===== src/rtl/core/iofd_pkg.sv =====
// Package: format class codes, opcode format table and result word layout for the decoder.
`timescale 1ns / 1ps

package iofd_pkg;

    // Operand format classes
    typedef enum logic [4:0] {
        FC_ILL  = 5'd0,   // illegal
        FC_RAX  = 5'd1,   // ra, addr, rx
        FC_RAC  = 5'd2,   // ra, constant addr, rx
        FC_NAX  = 5'd3,   // n, addr, rx
        FC_N1X  = 5'd4,   // n+1, addr, rx
        FC_RARB = 5'd5,   // ra, rb
        FC_NRB  = 5'd6,   // n, rb
        FC_RBN1 = 5'd7,   // rb, n+1
        FC_RAN1 = 5'd8,   // ra, n+1
        FC_ICR  = 5'd9,   // instruction counter relative
        FC_IML  = 5'd10,  // immediate long
        FC_BRX  = 5'd11,  // base relative indexed
        FC_BRD  = 5'd12,  // base relative displacement
        FC_XIO  = 5'd13,
        FC_BIF  = 5'd14,
        FC_CJ   = 5'd15,  // conditional jump
        FC_BEX  = 5'd16,
        FC_LST  = 5'd17,
        FC_RAO  = 5'd18,  // ra only
        FC_NONE = 5'd19
    } fmt_t;

    typedef struct packed {
        logic one;
        logic two;
    } ext_enable_t;

    // Result word, last field in the lowest bits
    typedef struct packed {
        logic [4:0]        pad;
        logic [15:0]       operand_word;
        logic              two_addresses;
        logic              index_used;
        logic signed [7:0] branch_offset;
        logic [7:0]        displacement;
        logic [3:0]        base_reg;
        logic [4:0]        count_value;
        logic [3:0]        reg_b;
        logic [3:0]        reg_a;
        fmt_t              format_class;
        logic [1:0]        word_count;
        logic              illegal;
    } result_t;

    localparam int unsigned RESULT_W = $bits(result_t);

    localparam logic [7:0] OP_IML  = 8'h4A;
    localparam logic [7:0] OP_NOPB = 8'hFF;
    localparam logic [7:0] OP_F5   = 8'hF5;
    localparam logic [7:0] LO_NOP  = 8'h00;
    localparam logic [7:0] LO_BPT  = 8'hFF;
    localparam logic [3:0] SUBOP_C = 4'hC;

    // Base opcode table indexed by the high byte
    localparam fmt_t FMT_TABLE [256] = '{
        FC_BRD, FC_BRD, FC_BRD, FC_BRD, FC_BRD, FC_BRD, FC_BRD, FC_BRD,
        FC_BRD, FC_BRD, FC_BRD, FC_BRD, FC_BRD, FC_BRD, FC_BRD, FC_BRD,
        FC_BRD, FC_BRD, FC_BRD, FC_BRD, FC_BRD, FC_BRD, FC_BRD, FC_BRD,
        FC_BRD, FC_BRD, FC_BRD, FC_BRD, FC_BRD, FC_BRD, FC_BRD, FC_BRD,
        FC_BRD, FC_BRD, FC_BRD, FC_BRD, FC_BRD, FC_BRD, FC_BRD, FC_BRD,
        FC_BRD, FC_BRD, FC_BRD, FC_BRD, FC_BRD, FC_BRD, FC_BRD, FC_BRD,
        FC_BRD, FC_BRD, FC_BRD, FC_BRD, FC_BRD, FC_BRD, FC_BRD, FC_BRD,
        FC_BRD, FC_BRD, FC_BRD, FC_BRD, FC_BRD, FC_BRD, FC_BRD, FC_BRD,
        // 40
        FC_BRX, FC_BRX, FC_BRX, FC_BRX, FC_ILL, FC_ILL, FC_ILL, FC_ILL,
        FC_XIO, FC_RAX, FC_IML, FC_ILL, FC_ILL, FC_ILL, FC_ILL, FC_BIF,
        // 50
        FC_NAX, FC_NRB, FC_NAX, FC_NAX, FC_NRB, FC_NAX, FC_NAX, FC_NRB,
        FC_NAX, FC_NAX, FC_RARB, FC_ILL, FC_RARB, FC_ILL, FC_RARB, FC_ILL,
        // 60
        FC_RBN1, FC_RBN1, FC_RBN1, FC_RBN1, FC_ILL, FC_RBN1, FC_RBN1, FC_RBN1,
        FC_RBN1, FC_ILL, FC_RARB, FC_RARB, FC_RARB, FC_RARB, FC_RARB, FC_RARB,
        // 70
        FC_CJ, FC_CJ, FC_RAC, FC_RAC, FC_ICR, FC_ICR, FC_ICR, FC_BEX,
        FC_ICR, FC_ICR, FC_ICR, FC_ICR, FC_LST, FC_LST, FC_RAC, FC_RAO,
        // 80
        FC_RAX, FC_RARB, FC_RAN1, FC_RAN1, FC_RAX, FC_RAX, FC_RAX, FC_RARB,
        FC_RAX, FC_NAX, FC_RAX, FC_RAX, FC_RAX, FC_RARB, FC_RARB, FC_RARB,
        // 90
        FC_RAX, FC_NAX, FC_NAX, FC_RARB, FC_RAX, FC_ILL, FC_RAX, FC_RAX,
        FC_RAX, FC_NAX, FC_RAX, FC_RAX, FC_RAX, FC_RAX, FC_RAX, FC_RARB,
        // A0
        FC_RAX, FC_RARB, FC_RAN1, FC_N1X, FC_RARB, FC_RARB, FC_RAX, FC_RARB,
        FC_RAX, FC_RARB, FC_RAX, FC_RARB, FC_RARB, FC_ILL, FC_ILL, FC_ILL,
        // B0
        FC_RAX, FC_RARB, FC_RAN1, FC_N1X, FC_RARB, FC_RARB, FC_RAX, FC_RARB,
        FC_RAX, FC_RARB, FC_RAX, FC_RARB, FC_RARB, FC_ILL, FC_ILL, FC_ILL,
        // C0
        FC_RAX, FC_RARB, FC_RAN1, FC_RAN1, FC_RAX, FC_RARB, FC_RAX, FC_RARB,
        FC_RAX, FC_RARB, FC_RAX, FC_RARB, FC_ILL, FC_ILL, FC_ILL, FC_ILL,
        // D0
        FC_RAX, FC_RARB, FC_RAN1, FC_RAN1, FC_RAX, FC_RARB, FC_RAX, FC_RARB,
        FC_RAX, FC_RARB, FC_RAX, FC_RARB, FC_ILL, FC_ILL, FC_ILL, FC_ILL,
        // E0
        FC_RAX, FC_RARB, FC_RAX, FC_RARB, FC_RAX, FC_RARB, FC_RAX, FC_RARB,
        FC_RARB, FC_RARB, FC_RARB, FC_RARB, FC_RAO, FC_RARB, FC_ILL, FC_ILL,
        // F0
        FC_RAX, FC_RARB, FC_RAN1, FC_RAN1, FC_RAX, FC_ILL, FC_RAX, FC_RARB,
        FC_RAX, FC_RARB, FC_RAX, FC_RARB, FC_ILL, FC_ILL, FC_ILL, FC_NONE
    };

endpackage


===== src/rtl/core/iofd_cfg.sv =====
// Extension enable registers written through the plain configuration port.
`timescale 1ns / 1ps

module iofd_cfg (
    input  logic                 aclk,
    input  logic                 aresetn,
    input  logic                 cfg_wr_en,
    input  logic                 cfg_addr,
    input  logic                 cfg_wdata,
    output iofd_pkg::ext_enable_t ext_enable
);
    import iofd_pkg::*;

    ext_enable_t enable_reg;
    ext_enable_t enable_next;

    always_comb begin
        enable_next = enable_reg;
        if (cfg_wr_en) begin
            if (cfg_addr == 1'b0) begin
                enable_next.one = cfg_wdata;
            end else begin
                enable_next.two = cfg_wdata;
            end
        end
    end

    always_ff @(posedge aclk) begin
        if (!aresetn) begin
            enable_reg <= '0;
        end else begin
            enable_reg <= enable_next;
        end
    end

    assign ext_enable = enable_reg;

endmodule


===== src/rtl/core/iofd_decode.sv =====
// Combinational opcode decode: table lookup, extension gating, legality and field extraction.
`timescale 1ns / 1ps

module iofd_decode (
    input  logic [15:0]           instr_word,
    input  logic [15:0]           ext_word,
    input  iofd_pkg::ext_enable_t ext_enable,
    output iofd_pkg::result_t     result
);
    import iofd_pkg::*;

    logic [7:0] hi;
    logic [7:0] lo;
    logic [3:0] ua;
    logic [3:0] ub;
    logic       e_any;
    fmt_t       fmt_base;
    fmt_t       fmt;

    assign hi    = instr_word[15:8];
    assign lo    = instr_word[7:0];
    assign ua    = instr_word[7:4];
    assign ub    = instr_word[3:0];
    assign e_any = ext_enable.one | ext_enable.two;

    // optional extension opcodes override the base table
    always_comb begin
        case (hi)
            8'h4D, 8'h4E:        fmt_base = ext_enable.one ? FC_RAO : FC_ILL;
            8'h95, 8'hAD, 8'hBD: fmt_base = e_any ? FC_RARB : FC_ILL;
            8'hAE, 8'hBE:        fmt_base = e_any ? FC_RAX : FC_ILL;
            8'hCC, 8'hCD, 8'hCE: fmt_base = ext_enable.two ? FC_RAX : FC_ILL;
            8'hDC, 8'hDD, 8'hDE: fmt_base = e_any ? FC_RAX : FC_ILL;
            8'hDF:               fmt_base = ext_enable.one ? FC_RAX : FC_ILL;
            8'hF5:               fmt_base = ext_enable.one ? FC_IML : FC_ILL;
            8'hFC:               fmt_base = ext_enable.one ? FC_RARB : FC_ILL;
            8'hFD:               fmt_base = ext_enable.one ? FC_RAX : FC_ILL;
            default:             fmt_base = FMT_TABLE[hi];
        endcase
    end

    // reject bad sub-op and must-be-zero fields
    always_comb begin
        fmt = fmt_base;
        case (fmt_base)
            FC_IML: begin
                if (hi != OP_F5 && (ub == 4'h0 || ub >= SUBOP_C)) fmt = FC_ILL;
            end
            FC_BEX, FC_LST: begin
                if (ua != 4'h0) fmt = FC_ILL;
            end
            FC_RAO: begin
                if (ub != 4'h0) fmt = FC_ILL;
            end
            FC_NONE: begin
                if (lo != LO_NOP && lo != LO_BPT) fmt = FC_ILL;
            end
            default: begin
                fmt = fmt_base;
            end
        endcase
    end

    always_comb begin
        logic two_word;
        logic takes_index;
        two_word    = 1'b0;
        takes_index = 1'b0;
        result      = '0;
        case (fmt)
            FC_RAX, FC_RAC, FC_NAX, FC_N1X, FC_XIO, FC_BIF, FC_CJ, FC_LST: begin
                two_word    = 1'b1;
                takes_index = 1'b1;
            end
            FC_IML: begin
                two_word = 1'b1;
            end
            FC_BRX: begin
                takes_index = 1'b1;
            end
            default: begin
                two_word = 1'b0;
            end
        endcase

        if (fmt == FC_ILL) begin
            result.illegal = 1'b1;
        end else begin
            result.word_count   = two_word ? 2'd2 : 2'd1;
            result.format_class = fmt;
            result.reg_a        = ua;
            result.reg_b        = ub;
            if (fmt == FC_N1X || fmt == FC_RBN1) result.count_value = {1'b0, ua} + 5'd1;
            if (fmt == FC_RAN1)                  result.count_value = {1'b0, ub} + 5'd1;
            if (fmt == FC_BRX || fmt == FC_BRD)  result.base_reg    = {2'b11, hi[1:0]};
            if (fmt == FC_BRD)                   result.displacement = lo;
            if (fmt == FC_ICR)                   result.branch_offset = lo;
            if (takes_index)                     result.index_used = (ub != 4'h0);
            if (fmt == FC_BIF)                   result.two_addresses = ua[2];
            if (two_word)                        result.operand_word = ext_word;
        end
    end

endmodule


===== src/rtl/core/isa_opcode_format_decoder.sv =====
// Top level of the instruction format decoder: input register, decode, result register.
`timescale 1ns / 1ps

// Instruction format decoder. Each input word carries one 16-bit instruction
// word and the word that follows it; each output word carries the decoded
// format class, instruction length (0 when illegal), legality flag and the
// operand fields. The block is a two-register pipeline: the input word is
// captured, decoded by short logic, and the result is held in an output
// register until taken. One word is accepted every cycle when the output side
// keeps up, and a word passes the input and then the output register. A
// stalled output holds its result while the input register still takes one
// more word. The two extension enables come from the configuration port
// (index 0 first set, index 1 second set) and reset to disabled; write them
// only while no word is in flight.
module isa_opcode_format_decoder (
    input  logic        aclk,
    input  logic        aresetn,
    // configuration write port
    input  logic        cfg_wr_en,
    input  logic        cfg_addr,
    input  logic        cfg_wdata,
    // input stream
    input  logic        s_tvalid,
    output logic        s_tready,
    input  logic [31:0] s_tdata,   // [15:0] instr_word, [31:16] ext_word
    // result stream
    output logic        m_tvalid,
    input  logic        m_tready,
    // [0] illegal, [2:1] word_count, [7:3] format_class, [11:8] reg_a,
    // [15:12] reg_b, [20:16] count_value, [24:21] base_reg,
    // [32:25] displacement, [40:33] branch_offset, [41] index_used,
    // [42] two_addresses, [58:43] operand_word, [63:59] zero
    output logic [63:0] m_tdata
);
    import iofd_pkg::*;

    ext_enable_t ext_enable;
    result_t     dec_result;

    logic        in_valid_reg;
    logic        in_valid_next;
    logic [15:0] instr_reg;
    logic [15:0] extw_reg;
    logic        out_valid_reg;
    logic        out_valid_next;
    result_t     result_reg;
    logic        advance;

    iofd_cfg u_cfg (
        .aclk       (aclk),
        .aresetn    (aresetn),
        .cfg_wr_en  (cfg_wr_en),
        .cfg_addr   (cfg_addr),
        .cfg_wdata  (cfg_wdata),
        .ext_enable (ext_enable)
    );

    iofd_decode u_decode (
        .instr_word (instr_reg),
        .ext_word   (extw_reg),
        .ext_enable (ext_enable),
        .result     (dec_result)
    );

    // advance the decode stage whenever the output register is empty or drains
    assign advance  = !out_valid_reg || m_tready;
    assign s_tready = !in_valid_reg || advance;

    always_comb begin
        in_valid_next  = in_valid_reg;
        out_valid_next = out_valid_reg;
        if (advance) out_valid_next = in_valid_reg;
        if (s_tready) in_valid_next = s_tvalid;
    end

    always_ff @(posedge aclk) begin
        if (!aresetn) begin
            in_valid_reg  <= 1'b0;
            out_valid_reg <= 1'b0;
        end else begin
            in_valid_reg  <= in_valid_next;
            out_valid_reg <= out_valid_next;
        end
    end

    // payload: capture on accept, hold otherwise
    always_ff @(posedge aclk) begin
        if (s_tready && s_tvalid) begin
            instr_reg <= s_tdata[15:0];
            extw_reg  <= s_tdata[31:16];
        end
        if (advance && in_valid_reg) begin
            result_reg <= dec_result;
        end
    end

    assign m_tvalid = out_valid_reg;
    assign m_tdata  = result_reg[RESULT_W-1:0];

endmodule


===== config.mk =====
export PLATFORM = sky130hd
export DESIGN_NAME = isa_opcode_format_decoder
export DESIGN_NICKNAME = d
export VERILOG_FILES = /design/src/rtl/core/iofd_pkg.sv /design/src/rtl/core/iofd_cfg.sv /design/src/rtl/core/iofd_decode.sv /design/src/rtl/core/isa_opcode_format_decoder.sv
export SDC_FILE = /design/constraint.sdc
export NUM_CORES = 1
export LEC_CHECK = 0
export BUFFER_PORTS_ARGS = -buffer_cell sky130_fd_sc_hd__clkbuf_2
export CAP_MARGIN = 10
export CORE_MARGIN = 2
export CORE_UTILIZATION = 40
export CTS_CLUSTER_SIZE = 8
export DETAILED_ROUTE_END_ITERATION = 16
export GPL_TIMING_DRIVEN = 0
export PLACE_DENSITY = 0.66
export RECOVER_POWER = 50
export SLEW_MARGIN = 20
export SYNTH_ARGS = -nofsm -noshare
export SYNTH_HDL_FRONTEND = slang
export SYNTH_SLANG_ARGS = --single-unit

===== constraint.sdc =====
create_clock -name aclk -period 7.9 [get_ports aclk]
set_input_delay 1.185 -clock aclk [delete_from_list [all_inputs] [get_ports aclk]]
set_output_delay 1.185 -clock aclk [all_outputs]
set_load 0.005 [all_outputs]

==> results of run 1 <==
## cells by family (layout without fill, tap and decap cells)
logic type	count (synthesis)	in the layout	synth area share [%]
xor+xnor	6	6	1.031
fa+ha+maj	11	11	2.699
other cells	1	5	0.07355
simple gates	171	171	19.44
mux	9	9	2.258
buf+inv	48	165	5.742
flops	94	94	54.58
compound gates	91	91	14.18
## per-stage QoR
| stage | util (%) | area [µm²] | power (µW) | std cells |
|---|---|---|---|---|
| after floorplan | - | 5114 | 745.4 | 435 |
| after global placement | 46.53 | 5824 | 809.4 | 706 |
| after detailed placement | 46.98 | 5881 | 816.8 | 708 |
| after CTS | 49.41 | 6185 | 1264 | 724 |
| after global routing | 48.66 | 6091 | 1304 | 724 |
| final | 48.66 | 6091 | 1252 | 724 |
## final cells by class
cell class / instances / share of cell area (%)
plain buffers: 30 / 3.698
clock buffers: 9 / 3.698
clock inverters: 7 / 1.294
inverters: 18 / 1.109
multi-input cells: 293 / 33.48
flip-flops and latches: 94 / 45.69
well taps: 172 / 3.533
repair buffers: 101 / 7.498
## routing by layer
layer	routed length, µm	track usage [%]	part of all wire [%]	up-vias
met5	0	0	0	-
met4	285	7.608	2.3	0
met3	918	4.531	7.6	25
met2	5523	27.17	45	192
met1	5426	25.41	45	1831
li1	-	-	-	1838
## power groups by stage
stage / registers [µW] / clock network (µW) / logic, µW
4_1_cts: 602 / 457 / 205
2_1_floorplan: 613 / 0 / 133
3_3_place_gp: 614 / 0 / 196
5_1_grt: 605 / 477 / 221
6_report: 602 / 451 / 200
3_5_place_dp: 613 / 0 / 204
## critical path, cell delays in order, from the launching register on
cell and delay (ps):
edfxtp_1 630, inv_1 220, ha_1 380, nor3_2 300, o21bai_1 120, a211o_2 400, a211oi_4 300, nor2_1 160
o311ai_1 460, a32oi_1 140, a32oi_2 490, buf_6 210, nor2b_1 60
## worst min-delay path by stage
stage	slack [ps]	start	cells after the start	endpoint
3_3_place_gp	480	u_cfg.ext_enable[0]	2	u_cfg.ext_enable[0]
6_report	510	u_cfg.ext_enable[0]	2	u_cfg.ext_enable[0]
3_5_place_dp	510	u_cfg.ext_enable[0]	2	u_cfg.ext_enable[0]
2_1_floorplan	460	u_cfg.ext_enable[0]	2	u_cfg.ext_enable[0]
5_1_grt	550	extw_reg[3]	1	m_tdata[46]
4_1_cts	520	u_cfg.ext_enable[0]	2	u_cfg.ext_enable[0]
## cell usage in the layout (no fill, tap or decap), drive strengths merged, types with 4 or more instances in the layout
cell    netlist  routed
clkbuf        4     113
edfxtp       90      90
nand2        30      30
buf          26      27
and2         24      24
nor2         22      22
nor2b        22      22
inv          18      21
nor3         14      14
nand3        13      13
a21oi        13      13
ha           11      11
o21ai        11      11
nand2b        9       9
o22ai         9       9
nor4          8       8
a211oi        8       8
mux2i         7       7
a31oi         6       6
conb          1       5
nand3b        4       4
and2b         4       4
dfxtp         4       4
o311ai        4       4
nor3b         4       4
or2           4       4
==> summary.md, run 1 <==
| Metric | Value |
|---|---|
| Switch share | 26.56% |
| Post CTS Setup Buffer Count | 0 |
| Relative slew slack | around a quarter |
| WHS | 513.8 ps |
| Ports | 105 |
| Top cell type's share of synthesized area | between 50 and 60% |
| DRC violations left | 0 |
| Critical path capture point | m_tdata[57] |
| GPL Wtd Cong | 0.9425 |
| Crit path time final | between 4000 and 5000 ps |
| Pre-CTS WS | 3775 ps |
| Most frequent cell after synthesis | edfxtp_1 |
| Clock network power share | 36.0% |
| Final hold vios | 0 |
| Vias in the first global route | 3712 |
| Nets | slightly below 600 |
| Drt initial violations | 349 |
| Netlist cell types | 83 |
| Post-synth top area cell | edfxtp_1 |
| Worst EP required | between 8000 and 9000 ps |
| HPWL Detailed | 8.757 mm |
| PortBufs | 99 |
| Post-synth EDFFs | 90 |
| HP Class | flop to flop |
| Syn Inst Count | 431 |
| CTS resizes | 0 |
| Crit path arrival time | 4240 ps |
| Worst setup EP type | flop |
| Reg2Reg Setup Slack | about 3800 ps |
| Leakage | 0.002257 µW |
| Final worst slack | 3769 ps |
| Syn Std Cell Area | 0.005099 mm² |
| Register area | 0.002783 mm² |
| Prevailing post-synth register cell | edfxtp_1 |
| Worst r2r src | instr_reg[9] |
| First-pass GRT wire length | 19.03 mm |
| Worst vdd ir | 0.0001094 V |
| Starting Density | 40.73% |
| Fin crit share | between 50% and 60% |
| Share of flip-flops with an asynchronous set or reset | 0% |
| Crit path from | instr_reg[9] |
| Hold_buf cts | 0 |
| Die width | 116.9 µm |
| Peak Freq | 242.1 MHz |
| Syn_area_per_cell | around 12 µm² |
| Die height | 116.9 µm |
| PwrDens | 205.6 mW/mm² |
| Post-route ant nets | 0 |
| Layout cells sized above 1 | 23.01% |
| Diodes inserted | 0 |
| Multi-input gate area | 0.002039 mm² |
| CTS tree | yes |
| YS warnings | 0 |
| Slew Viols, Final | 0 |
| Gr usage total | a little under a fifth |
| Area contributors post-synth | edfxtp_1 (53%), ha_1 (2.7%), nor2b_1 (2.6%), nand2_1 (2.2%), and2_1 (2.1%) |
| Grt total ovfl | 0 |
| Setup violators final | 0 |
| Total Wirelength | 12.15 mm |
| WL/cell | 16.79 µm |
| Worst-path clk slew | about 80 ps |
| Post-synth top cells | edfxtp_1 (90), nand2_1 (30), nor2_1 (21), nor2b_1 (21), and2_1 (17) |
| Max FFs per register | 58 |
| Clock Root Buffer | clkbuf_16 |
| Max-cap violations | 0 |
| Core ar. | 0.01252 mm² |
| Int Pwr | 919.6 µW |
| Seq pwr share | 48.0% |
| Clock skew | ~17 ps |
| Setup TNS Final | 0 ps |
| Htree depth | 3 |
| Critical Path Fanout Max | 12 |
| Floorplan row count | 41 |
| Initial antenna violation count | 0 |
| Register bit count reported by yosys | 94 |
| Synth-to-Final Area Change | 19.46% |
| Run status | completed |
| Logic pwr share | 15.9% |
| Switching pwr | 332.6 µW |
| CTS Sinks | 94 |
| Clock Latency Late Sink | roughly 360 ps |
| Tightest Pin Transition | 1113 ps |
| Inserted Clock Buffers | 9 |
| Sequential area share after synthesis | 54.58% |
| Drt first pass iters | 5 |
| Worst r2r path cells | 12 |
| Reg2reg end | m_tdata[57] |
| Largest net degree at the start of global routing | 33 |
| Critical setup path kind | flop to flop |
| Filler Cell Count | 1200 |
| Startpoint type of the worst setup path | flop |
| Clk buf depth | 2 |
| Via count | slightly below 4k |
| Die area | around 0.014 mm² |
| Vias per cell | 5.367 |
| RSZ-0062 raised after global routing | false |
Note: power is estimated with default switching activity, not from simulation.
==> inputs of run 2 (changes only) <==
- ABC_AREA: unset -> 1
- clock period: 7.9 -> 3.85 ns (I/O delays scaled with it)
==> run 2 against run 1 <==
  * Via count grew 7.7%
  * Global-route usage fell by 0.55 points
  * Maximum frequency is 16% higher
  * Routed wire length down 4.0%
  * Register-to-register slack worse by 3500 ps
  * Clock skew shrank 9.8 ps
  * First-iteration DRC count down 4.0%
  * Largest cell class unchanged
==> summary.md, run 2 <==
| Metric | Value |
|---|---|
| Grt total ovfl | 0 (unchanged) |
| HP Class | primary input to flop (was flop to flop) |
| Post-route ant nets | 0 (unchanged) |
| Worst-path clk slew | 60 ps (was 80 ps) |
| Hold_buf cts | 0 (unchanged) |
| Slew Viols, Final | 0 (unchanged) |
| Relative slew slack | 7.249% (was 25.78%) |
| Power Total | 2570 µW (was 1252 µW) |
| Placed Cells | 844 (was 708) |
| Filler Cell Count | 1219 (was 1200) |
| Drt initial violations | 335 (was 349) |
| Run status | completed (unchanged) |
| Final hold vios | 0 (unchanged) |
| Die width | 117.0 µm (was 116.9 µm) |
| Critical Path Fanout Max | 10 (was 12) |
| RSZ-0062 raised after global routing | false (unchanged) |
| Max FFs per register | 58 (unchanged) |
| WHS | 410.3 ps (was 513.8 ps) |
| Syn Std Cell Area | 0.005109 mm² (was 0.005099 mm²) |
| PortBufs | 99 (unchanged) |
| GPL Wtd Cong | 0.9359 (was 0.9425) |
| Via count | 4187 (was 3886) |
| Crit path arrival time | 3630 ps (was 4240 ps) |
| Share of flip-flops with an asynchronous set or reset | 0% (unchanged) |
| CTS tree | yes (unchanged) |
| Drt first pass iters | 5 (unchanged) |
| Most common cell after layout, fill and taps aside | nand2_1 (was edfxtp_1) |
| Setup violators final | 0 (unchanged) |
| Commonest cells after routing, fill and taps aside | nand2_1 (145), edfxtp_1 (90), nor2_1 (64), inv_1 (61), nand3_1 (59) (was edfxtp_1 (90), clkbuf_1 (54), clkbuf_2 (49), nand2_1 (30)) |
| Worst setup EP type | flop (unchanged) |
| Layout cells sized above 1 | 22.45% (was 23.01%) |
| Tightest Pin Transition | 1391 ps (was 1113 ps) |
| Die height | 117.0 µm (was 116.9 µm) |
| Synth-to-Final Area Change | 20.50% (was 19.46%) |
| Fin crit share | 92.20% (was 52.29%) |
| Clock Latency Late Sink | 340 ps (was 360 ps) |
| Clk buf depth | 2 (unchanged) |
| Ports | 105 (unchanged) |
| Top cell type's share of synthesized area | 52.90% (was 53.01%) |
| Register bit count reported by yosys | 94 (unchanged) |
| Max-cap violations | 0 (unchanged) |
| DRC violations left | 0 (unchanged) |
| Core ar. | 0.01257 mm² (was 0.01252 mm²) |
| Syn Inst Count | 567 (was 431) |
| Peak Freq | 281.7 MHz (was 242.1 MHz) |
| PwrDens | 417.5 mW/mm² (was 205.6 mW/mm²) |
| Largest net degree at the start of global routing | 33 (unchanged) |
| Netlist cell types | 34 (was 83) |
| HPWL Detailed | 8.763 mm (was 8.757 mm) |
| Vias in the first global route | 3969 (was 3712) |
| Critical setup path kind | flop to flop (unchanged) |
| Gr usage total | 17.66% (was 18.21%) |
| Setup TNS Final | 0 ps (unchanged) |
| Area contributors post-synth | edfxtp_1 (53%), nand2_1 (11%), nand3_1 (5.8%), inv_1 (4.7%), nor2_1 (4.7%) (was edfxtp_1 (53%), ha_1 (2.7%), nor2b_1 (2.6%), nand2_1 (2.2%), and2_1 (2.1%)) |
| Clock skew | 6.913 ps (was 16.73 ps) |
| Non-Filler Instances | 867 (was 724) |
| Diodes inserted | 0 (unchanged) |
| Total Wirelength | 11.67 mm (was 12.15 mm) |
| Syn_area_per_cell | 9.010 µm² (was 11.83 µm²) |
| Sequential area share after synthesis | 54.47% (was 54.58%) |
| Most frequent cell after synthesis | nand2_1 (was edfxtp_1) |
| WL/cell | 13.46 µm (was 16.79 µm) |
| Htree depth | 3 (unchanged) |
| Post-synth top cells | nand2_1 (145), edfxtp_1 (90), inv_1 (64), nor2_1 (64), nand3_1 (59) (was edfxtp_1 (90), nand2_1 (30), nor2_1 (21), nor2b_1 (21), and2_1 (17)) |
| YS warnings | 0 (unchanged) |
| Crit path time final | 3550 ps (was 4131 ps) |
| Inserted Clock Buffers | 9 (unchanged) |
| Post-synth top area cell | edfxtp_1 (unchanged) |
| Nets | 740 (was 597) |
| Pre-CTS WS | 8.105 ps (was 3775 ps) |
| Worst vdd ir | 0.0003166 V (was 0.0001094 V) |
| Worst EP required | 3930 ps (was 8010 ps) |
| Final worst slack | 300.5 ps (was 3769 ps) |
| Leakage | 0.002855 µW (was 0.002257 µW) |
| Floorplan row count | 41 (unchanged) |
| Prevailing post-synth register cell | edfxtp_1 (unchanged) |
| Post-synth EDFFs | 90 (unchanged) |
| Clock Root Buffer | clkbuf_16 (unchanged) |
| Initial antenna violation count | 0 (unchanged) |
| Startpoint type of the worst setup path | flop (unchanged) |
| Die area | 0.01369 mm² (was 0.01367 mm²) |
| Starting Density | 40.65% (was 40.73%) |
| First-pass GRT wire length | 18.70 mm (was 19.03 mm) |
| CTS Sinks | 94 (unchanged) |
| Vias per cell | 4.829 (was 5.367) |
-- run 2: timing repair --
action / in CTS / in global routing
endpoints found under the setup margin: 2 / 45
setup buffers: 0 / 7
cloned: 0 / 0
gates resized for setup: 1 / 4
-- run 2: layout make-up --
cell class	instances	area, µm²	area share [%]
plain buffers	16	136.4	2.215
clock buffers	10	229.0	3.720
clock inverters	6	61.31	0.9959
inverters	83	319.1	5.183
multi-input cells	378	1901	30.87
flip-flops and latches	94	2783	45.20
well taps	172	215.2	3.496
repair buffers	108	511.7	8.313
-- run 2: final timing paths --
check / endpoint / cells after the start / slack [ps] / startpoint
hold / removal: instr_reg[8] / 1 / 410 / s_tdata[8]
setup / recovery: m_tdata[12] / 22 / 300 / instr_reg[8]
hold reg to reg: m_tvalid / 2 / 490 / in_valid_reg
setup reg to reg: m_tdata[12] / 22 / 300 / instr_reg[8]
-- run 2: cells by family (layout without fill, tap and decap cells) --
kind of cell               count (synthesis)  after routing  share of synthesized area [%]
and+or+nand+nor                          327            327                          29.81
AOI/OAI and AO/OA                         32             32                          3.527
buffers and inverters                     99            223                          8.915
other                                      1              5                        0.07340
DFF                                       94             94                          54.47
adders and majority gates                 11             11                          2.694
xor gates and xnor gates                   3              3                         0.5144
-- run 2: through the flow --
stage / utilization [%] / cell area [µm²]
6_report: 48.98 / 6156
3_5_place_dp: 46.95 / 5901
3_3_place_gp: 46.45 / 5838
2_1_floorplan: - / 5127
4_1_cts: 49.28 / 6193
5_1_grt: 48.98 / 6156
-- run 2: worst max-delay path: stages (launching register included) --
cell and delay (ps):
edfxtp_1 530, inv_2 240, ha_4 230, inv_1 90, nor2_1 170, nand2_1 110, nand3_1 160, nor2_1 80
nand3_2 110, nor2_1 50, nand2_1 100, nand2_2 110, nor2_2 150, nand2_2 90, nand2_2 80, nand3_2 120
nand2_4 120, nand2_2 70, inv_2 110, nand2_1 60, nor2_1 120, buf_2 290, nor2_1 80
-- run 2: where the power goes --
| part | leakage, µW | internal (µW) | total, µW | switching (µW) |
|---|---|---|---|---|
| Combinational | 0.00179 | 164 | 472 | 308 |
| Sequential | 0.000918 | 1210 | 1240 | 25.8 |
| Clock | 0.000144 | 502 | 861 | 359 |
| Total | 0.00286 | 1880 | 2570 | 693 |
-- run 2: layer usage --
layer | global-route usage, % | wire, µm | up-vias
met1 | 22.20 | 4905 | 1921
met3 | 5.304 | 849 | 16
li1 | - | - | 2077
met4 | 6.353 | 190 | 0
met2 | 28.98 | 5725 | 173
met5 | 0 | 0 | -
